### src/hdl/asfi_pkg.sv
// Package for the AES forward/inverse byte substitution unit.
// Holds the byte type, field constants and GF(2^8) helper functions.
// No dependencies.
`timescale 1ns / 1ps
`default_nettype none

package asfi_pkg;

    typedef logic [7:0] t_byte;

    // Field polynomial x^8+x^4+x^3+x+1, sized for a 15-bit raw product.
    localparam logic [14:0] Poly     = 15'h11B;
    localparam t_byte       FwdConst = 8'h63;
    localparam t_byte       InvConst = 8'h05;

    // Reduces a carry-less product of two bytes modulo the field polynomial.
    function automatic t_byte gf_reduce(input logic [14:0] prod);
        logic [14:0] p;
        p = prod;
        for (int i = 14; i >= 8; i--) begin
            if (p[i]) begin
                p = p ^ (Poly << (i - 8));
            end
        end
        return p[7:0];
    endfunction

    // Squaring is linear over GF(2): spread the bits, then reduce.
    function automatic t_byte gf_sq(input t_byte a);
        logic [14:0] p;
        p = '0;
        for (int i = 0; i < 8; i++) begin
            p[2*i] = a[i];
        end
        return gf_reduce(p);
    endfunction

    function automatic t_byte affine_fwd(input t_byte v);
        return v ^ {v[6:0], v[7]} ^ {v[5:0], v[7:6]} ^ {v[4:0], v[7:5]}
                 ^ {v[3:0], v[7:4]} ^ FwdConst;
    endfunction

    function automatic t_byte affine_inv(input t_byte v);
        return {v[6:0], v[7]} ^ {v[4:0], v[7:5]} ^ {v[1:0], v[7:2]} ^ InvConst;
    endfunction

endpackage

`default_nettype wire

### src/hdl/asfi_gf_mul.sv
// Combinational GF(2^8) multiplier: carry-less product, then reduction.
// Depends on asfi_pkg.
`timescale 1ns / 1ps
`default_nettype none

module asfi_gf_mul
    import asfi_pkg::*;
(
    input  wire t_byte i_a,
    input  wire t_byte i_b,
    output t_byte      o_p
);

    logic [14:0] raw;

    always_comb begin
        raw = '0;
        for (int i = 0; i < 8; i++) begin
            if (i_b[i]) begin
                raw = raw ^ ({7'd0, i_a} << i);
            end
        end
        o_p = gf_reduce(raw);
    end

endmodule

`default_nettype wire

### config.mk
export PLATFORM = sky130hd
export DESIGN_NAME = asfi_gf_mul
export DESIGN_NICKNAME = d
export VERILOG_FILES = /design/src/hdl/asfi_pkg.sv /design/src/hdl/asfi_gf_mul.sv
export SDC_FILE = /design/constraint.sdc
export NUM_CORES = 1
export LEC_CHECK = 0
export BUFFER_PORTS_ARGS = -buffer_cell sky130_fd_sc_hd__buf_2
export CORE_AREA = 8 8 56 58
export DETAILED_ROUTE_END_ITERATION = 16
export DIE_AREA = 0 0 64 66
export PLACE_DENSITY_LB_ADDON = 0.3
export REMOVE_ABC_BUFFERS = 1
export SLEW_MARGIN = 20
export SYNTH_ARGS = -nofsm -noshare
export SYNTH_HDL_FRONTEND = slang
export SYNTH_SLANG_ARGS = --single-unit
### constraint.sdc
create_clock -name vclk -period 1.5
set_input_delay 0 -clock vclk [all_inputs]
set_output_delay 0 -clock vclk [all_outputs]
set_load 0.01 [all_outputs]
==> flow_metrics.tcl, run 1 <==
set metrics [dict create \
    cp.arrival_ns 1.83 \
    core_um2 2320 \
    drt_wl_total_mm 5.54 \
    clock.fmax_mhz 545 \
    worstPathRequired_ns 1.50 \
    crit_slowest_cell "xnor3_1" \
    drv_slew 0 \
    nClkBuffers 0 \
    final_nets 245 \
    seq_area_frac_synth_pct 0 \
    path_cells "buf_8 > nand2_4 > xnor2_2 > xnor3_1 > xnor2_2 > xnor3_1 > xnor2_1 > buf_2" \
    drcViolationCount 0 \
    final_antenna_net_count 0 \
    gpl.final_weighted_congestion 0.854 \
    die_x_um 64 \
    drt-initial-drc-count 89 \
    std_cell_rows 18 \
    yosys_warnings 0 \
    insertedDiodeCount 0 \
    vias 1473 \
    worst-path-max-fanout 3 \
    synth_cell_type_count 25 \
    drv_cap 0 \
    hpwl_mm 2.70 \
    grt_usage_pct 20.4 \
    rsz0062_at_grt "yes" \
    grt_pass1_vias 1368 \
    holdWs_ns 0.536 \
    relSlewSlack_pct 78.0 \
    cts_hold_buf 0 \
    finalCritPeriodShare_pct 122 \
    pre_cts_ws_ns -0.266 \
    leakage_uw 0.000968 \
    critPathBufInv 2 \
    cp-start-kind "input port" \
    finalWorstSetupSlack_ns -0.335 \
    dieArea_um2 4220 \
    critPathKind "input port to output pin" \
    grt_pass1_wl_mm 6.97 \
    ir_worst_vdd_uv 1080 \
    port_buffers 24 \
    hold_path.class "input port to output pin" \
    grt_start_max_net_pins 9 \
    seq_area_um2 0 \
    dp.cells 236 \
    status "finished with violations" \
    post_drt_wl_per_cell_um 21.5 \
    drive_above_1_share_pct 53.3 \
    synthCells 165 \
    worst_pin_slew_ns 0.329 \
    antenna_found_initial 0 \
    viasPerCell 5.73 \
    setup_viol 8 \
    p_per_area_nw_per_um2 850 \
    initial_core_util_pct 48.9 \
    synth.avg_cell_area_um2 6.88 \
    synthesis.area_um2 1130 \
    drt_pass1_iterations 4 \
    endpoint_kind "output pin" \
    cpPeakStageDelay_ns 0.50 \
    cp_top_family "XOR/XNOR gates" \
    final_cell_count_no_fill 257 \
    die_height_um 66 \
    grt_overflow 0 \
    io_pins 24 \
    fin_crit_ns 1.83 \
    syn_to_final_growth_pct 77.1 \
    seq_cell_count 0 \
    violations "setup timing" \
    hold_viol 0 \
]
[through the flow]
step	setup TNS [ns]	total power (µW)	util (%)	cell area [µm²]
after floorplan	-0.000141	804	-	1030
after global placement	-1.26	1290	62.1	1440
after detailed placement	-1.66	1310	62.1	1440
after CTS	-0.599	1530	78.1	1810
after global routing	-1.73	1780	86.6	2010
final	-1.26	1710	86.6	2010
[tightest hold or removal path: cells and delay by family]
kind | cells | cell delay [ns]
xor+xnor | 1 | 0.10
buf+inv | 2 | 0.32
simple gates | 1 | 0.12
[path summary, 6_finish.rpt]
check             startpoint  endpoint  slack [ns]  cells past startpoint
setup / recovery      i_b[4]    o_p[1]       -0.33                      8
hold / removal        i_b[0]    o_p[0]        0.54                      4
[cell usage in the layout, fill, tap and decap left out]
cell type  Yosys  final
o32ai_2        0      1
xnor2_1       50     34
buf_4          6     39
xnor3_2        0      1
o211ai_1       1      1
xor2_2         1      3
buf_12         0      1
nand2b_4       0      3
or3b_1         1      1
buf_8          0      5
a22oi_2        1      2
o21ai_0        4      1
o21ai_1        0      3
mux2i_1        1      1
o22ai_1        1      1
nor3_1         2      2
inv_1          1      1
xnor3_1        3      2
nand2_2        2      4
xnor2_2        2     15
nand2_1       58     49
nand3_1        2      1
buf_6          2     19
nand3_2        0      1
mux2_2         1      1
nand2_4        1      8
xor2_1        11      9
buf_2          5     15
xnor2_4        0      3
[routing by layer]
metal	share of wire [%]	GRT usage, %
met1	34	22.2
met2	48	38.9
met3	9.0	2.71
met4	8.6	8.08
met5	0	0
[cell type report]
type / count / area, µm²
Inverter: 1 / 3.75
Tap cell: 30 / 37.5
Multi-Input combinational cell: 147 / 1290
Fill cell: 99 / 310
Timing Repair Buffer: 79 / 677
[logic make-up after synthesis]
kind of cell,share of synthesized area [%]
XOR/XNOR,57.3
buffers and inverters,9.81
AO/OA/AOI/OAI,5.51
AND/OR/NAND/NOR,25.5
multiplexers,1.87
[synthesized netlist by cell type (2+ instances only)]
| cell | number | area share [%] |
|---|---|---|
| nand2_1 | 58 | 19 |
| xnor2_1 | 50 | 39 |
| xor2_1 | 11 | 8.5 |
| buf_4 | 6 | 4.0 |
| buf_2 | 5 | 2.2 |
| clkbuf_1 | 4 | 1.3 |
| o21ai_0 | 4 | 1.8 |
| nand2b_1 | 3 | 1.7 |
| xnor3_1 | 3 | 6.0 |
| buf_6 | 2 | 2.0 |
| nand2_2 | 2 | 1.1 |
| nand3_1 | 2 | 0.88 |
| nor3_1 | 2 | 0.88 |
| xnor2_2 | 2 | 2.9 |
[repair_timing]
item	CTS	global route
cloned	1	0
pin swaps	27	22
setup endpoints to repair	8	8
setup buffers	12	13
resized for setup	62	25
[power by group]
group	leakage (µW)	internal, µW	switching, µW
clock	0	0	0
sequential	0	0	0
combinational	0.000968	888	821
(Power assumes the default switching activity.)
==> inputs of run 2 (changes only) <==
- MAX_ROUTING_LAYER: unset -> met4
==> flow_metrics.tcl, run 2 (same netlist as run 1, synthesis figures left out) <==
set metrics [dict create \
    post_drt_wl_per_cell_um 21.8 \
    die_height_um 66 \
    final_antenna_net_count 0 \
    ir_worst_vdd_uv 1070 \
    drive_above_1_share_pct 53.3 \
    postLayoutCoreUtil_pct 86.6 \
    grt_start_max_net_pins 9 \
    cp.arrival_ns 1.83 \
    relSlewSlack_pct 77.9 \
    std_cell_rows 18 \
    path_cells "buf_8 > nand2_4 > xnor2_2 > xnor3_1 > xnor2_2 > xnor3_1 > xnor2_1 > buf_2" \
    hold_viol 0 \
    critPathKind "input port to output pin" \
    dieArea_um2 4220 \
    mostFrequentLayoutCell "nand2_1" \
    worst-path-max-fanout 3 \
    final_cell_mix "nand2_1, buf_4, xnor2_1" \
    initial_core_util_pct 48.9 \
    p_per_area_nw_per_um2 848 \
    drt-initial-drc-count 105 \
    core_um2 2320 \
    io_pins 24 \
    drv_slew 0 \
    leakage_uw 0.000968 \
    nClkBuffers 0 \
    use_met2_pct 38.9 \
    violations "setup timing" \
    clock.fmax_mhz 545 \
    met1_usage_pct 22.4 \
    worstPathRequired_ns 1.50 \
    min_from "i_b[0]" \
    crit_slowest_cell "xnor3_1" \
    status "finished with violations" \
    hpwl_mm 2.70 \
    setup_viol 8 \
    finalCritPeriodShare_pct 122 \
    gpl.final_weighted_congestion 0.867 \
    grt_overflow 0 \
    use_met3_pct 2.54 \
    vias 1511 \
    port_buffers 24 \
    insertedDiodeCount 0 \
    endpoint_kind "output pin" \
    grt_pass1_vias 1365 \
    hold_depth 4 \
    fin_crit_ns 1.83 \
    hold_path.class "input port to output pin" \
    worstHoldEndpoint "o_p[0]" \
    finalWorstSetupSlack_ns -0.334 \
    viasPerCell 5.88 \
    pre_cts_ws_ns -0.266 \
    cpPeakStageDelay_ns 0.50 \
    grt_pass1_wl_mm 6.96 \
    cp-start-kind "input port" \
    rsz0062_at_grt "yes" \
    drt_pass1_iterations 4 \
    seq_cell_count 0 \
    final_nets 245 \
    drv_cap 0 \
    drt_wl_total_mm 5.60 \
    seq_area_um2 0 \
    drcViolationCount 0 \
    die_x_um 64 \
    antenna_found_initial 0 \
    syn_to_final_growth_pct 77.1 \
    top_usage_layer "met2" \
    worst_pin_slew_ns 0.330 \
    grt_usage_pct 21.1 \
]
run 2: cell counts in the layout (fill, tap and decap cells not counted):
No cell type changed its count.
run 2: worst max-delay path by stage:
stage / start / endpoint / slack (ns) / depth (start not counted)
global placement: i_b[6] / o_p[4] / -0.23 / 8
floorplan: i_a[4] / o_p[4] / -0.0001 / 6
global route: i_b[4] / o_p[1] / -0.37 / 8
CTS: i_b[5] / o_p[1] / -0.22 / 10
detailed placement: i_a[7] / o_p[2] / -0.27 / 9
finish: i_b[4] / o_p[1] / -0.33 / 8
run 2: what timing repair did:
action / in CTS / in global routing
endpoints found under the setup margin: 8 / 8
gates resized for setup: 62 / 25
gates cloned: 1 / 0
hold buffers: 0 / 0
pin swaps: 27 / 22
buffers inserted: 12 / 13
run 2: area by class of cell:
cell class         instances  area [µm²]
fillers                   99         310
inverters                  1        3.75
multi-input cells        147        1290
well taps                 30        37.5
repair buffers            79         677
run 2: worst max-delay path, delay by kind of cell:
kind                      cells  cell delay (ns)
and+or+nand+nor               1             0.05
xor gates and xnor gates      5             1.54
buffers and inverters         2             0.24
run 2: where the power goes:
part           switching [µW]  leakage, µW  total (µW)  internal [µW]
Combinational             815     0.000968        1700            888
Sequential                  0            0           0              0
Clock                       0            0           0              0
Total                     815     0.000968        1700            888
run 2: per-stage QoR:
| stage | TNS, ns | power, µW | std cells | hold WS, ns | cell area (µm²) |
|---|---|---|---|---|---|
| 3_5_place_dp | -1.66 | 1310 | 236 | 0.430 | 1440 |
| 4_1_cts | -0.599 | 1530 | 248 | 0.435 | 1810 |
| 5_1_grt | -1.63 | 1770 | 257 | 0.520 | 2010 |
| 2_1_floorplan | -0.000141 | 804 | 148 | 0.140 | 1030 |
| 3_3_place_gp | -1.26 | 1290 | 236 | 0.422 | 1440 |
| 6_report | -1.25 | 1700 | 257 | 0.516 | 2010 |
run 2: per-layer routing:
metal  wire (µm)  share of wire (%)
met1        1990                 35
met2        2680                 48
met3         481                8.6
met4         452                8.1
met5           0                  0
==> inputs of run 3 (changes only) <==
- ABC_AREA: unset -> 1
- BUFFER_PORTS_ARGS: -buffer_cell sky130_fd_sc_hd__buf_2 -> -buffer_cell sky130_fd_sc_hd__buf_4
- CORE_AREA: 8 8 56 58 -> 8 8 61 63
- DIE_AREA: 0 0 64 66 -> 0 0 69 71
==> flow_metrics.tcl, run 3 <==
set metrics [dict create \
    status "finished, final reports clean" \
    seq_area_frac_synth_pct 0 \
    grt_pass1_wl_mm 6.29 \
    setup_viol 0 \
    synthesis.area_um2 1460 \
    cp_top_family "buffers and inverters" \
    port_buffers 24 \
    std_cell_rows 20 \
    grt_start_max_net_pins 12 \
    mostFrequentLayoutCell "nand2_1" \
    crit_end "o_p[2]" \
    yosysMostFrequentCell "nand2_1" \
    insertedDiodeCount 0 \
    cp-start-kind "input port" \
    cpPeakStageDelay_ns 0.27 \
    final_cell_mix "nand2_1, nand3_1, buf_4" \
    cp.depth 11 \
    pre_cts_ws_ns 0.152 \
    worst-path-max-fanout 9 \
    crit_top_cell "buf_4" \
    critPathKind "input port to output pin" \
    yosys.area_share.simple_pct 58.6 \
    yosys_warnings 0 \
    gpl.final_weighted_congestion 0.902 \
    worst_pin_slew_ns 0.285 \
    drcViolationCount 0 \
    fill_cells 328 \
    ys_top_cells_by_count "nand2_1, nand3_1, xnor2_1" \
    placed_cell_area_um2 1590 \
    crit_slowest_cell "xnor2_4" \
    final_cell_area_um2 1630 \
    path_cells "buf_4 > nand2_2 > xnor2_4 > nand2_1 > nand2_1 > inv_1 > nand3_1 > nand2_2 > buf_4 > xor2_1 > buf_4" \
    leakage_uw 0.000961 \
    drv_slew 0 \
    setup_tns_ns 0 \
    drt_pass1_iterations 4 \
    finalCritPeriodShare_pct 91.5 \
    initial_core_util_pct 51.3 \
    dieArea_um2 4900 \
    post_drt_wl_per_cell_um 10.5 \
    synth_xor_area_share_pct 29.3 \
    drv_cap 0 \
    synth_cell_type_count 15 \
    core_um2 2850 \
    grt_overflow 0 \
    grt_usage_pct 14.5 \
    antenna_found_initial 0 \
    clock.fmax_mhz 729 \
    die_x_um 69 \
    seq_area_um2 0 \
    synthCells 295 \
    critPathBufInv 4 \
    synth_top_family_by_area "simple AND/OR/NAND/NOR gates" \
    drt_wl_total_mm 3.53 \
    finalWorstSetupSlack_ns 0.127 \
    drt-initial-drc-count 74 \
    relSlewSlack_pct 80.9 \
    final_nets 322 \
    synth_fa_ha_area_share_pct 0 \
    synthMuxAreaShare_pct 0 \
    grt_pass1_vias 1513 \
    syn_to_final_growth_pct 11.6 \
    rsz0062_at_grt "no" \
    die_height_um 71 \
    worstPathRequired_ns 1.50 \
    hold_viol 0 \
    endpoint_kind "output pin" \
    hold_depth 4 \
    synth.top_cell.area_share_pct 43.4 \
    hpwl_mm 2.94 \
    ir_worst_vdd_uv 340 \
    synth.avg_cell_area_um2 4.96 \
    seq_cell_count 0 \
    netlist.top_cell.by_area "nand2_1" \
    vias 1651 \
    hold_path.class "input port to output pin" \
    nClkBuffers 0 \
    cp.arrival_ns 1.37 \
    ys_top_cells_by_area "nand2_1, xnor2_1, xor2_1" \
    drive_above_1_share_pct 13.5 \
    multiInputGateArea_um2 1320 \
    io_pins 24 \
    viasPerCell 4.90 \
    crit_start "i_a[6]" \
    final_antenna_net_count 0 \
    p_per_area_nw_per_um2 621 \
    fin_crit_ns 1.37 \
    cts_hold_buf 0 \
    synth_compound_area_share_pct 0.513 \
]
run 3: worst min-delay path by stage:
stage                     startpoint     end
final                         i_b[0]  o_p[0]
after detailed placement      i_b[0]  o_p[0]
after CTS                     i_b[0]  o_p[0]
after global placement        i_b[0]  o_p[0]
after floorplan               i_b[0]  o_p[0]
after global routing          i_b[0]  o_p[0]
run 3: area by class of cell:
| class | instances | share of cell area, % |
|---|---|---|
| Timing Repair Buffer | 25 | 11.7 |
| Multi-Input combinational cell | 258 | 80.9 |
| Tap cell | 33 | 2.53 |
| Inverter | 21 | 4.83 |
run 3: metal layers:
metal	share of wire (%)	up-vias	GRT usage (%)
met4	1.6	0	2.28
li1	-	903	-
met3	3.0	4	0.699
met2	48	21	26.6
met1	48	723	17.1
met5	0	-	-
run 3: cells by family after synthesis:
kind of cell           Yosys count
XOR/XNOR                        46
AO/OA/AOI/OAI                    1
AND/OR/NAND/NOR                211
buffers and inverters           37
run 3: power breakdown:
part | leakage (µW) | switching, µW | internal, µW
registers | 0 | 0 | 0
clock network | 0 | 0 | 0
logic | 0.000961 | 578 | 437
run 3: tightest hold or removal path, cell delays in order:
cell	delay (ns)
buf_4	0.14
nand2_1	0.11
xor2_1	0.07
buf_4	0.13
run 3: timing repair:
action / 4_1_cts / 5_1_grt
endpoints found under the setup margin: 0 / 6
hold endpoints to repair: 0 / 0
resized for setup: 0 / 7
setup buffers: 0 / 1
run 3: through the flow:
| stage | total power, µW | instances | hold slack (ns) | util, % |
|---|---|---|---|---|
| after global routing | 1150 | 337 | 0.488 | 57.2 |
| after detailed placement | 1000 | 336 | 0.456 | 55.9 |
| after CTS | 1000 | 336 | 0.456 | 55.9 |
| final | 1010 | 337 | 0.462 | 57.2 |
| after global placement | 992 | 336 | 0.452 | 55.9 |
| after floorplan | 671 | 279 | 0.144 | - |
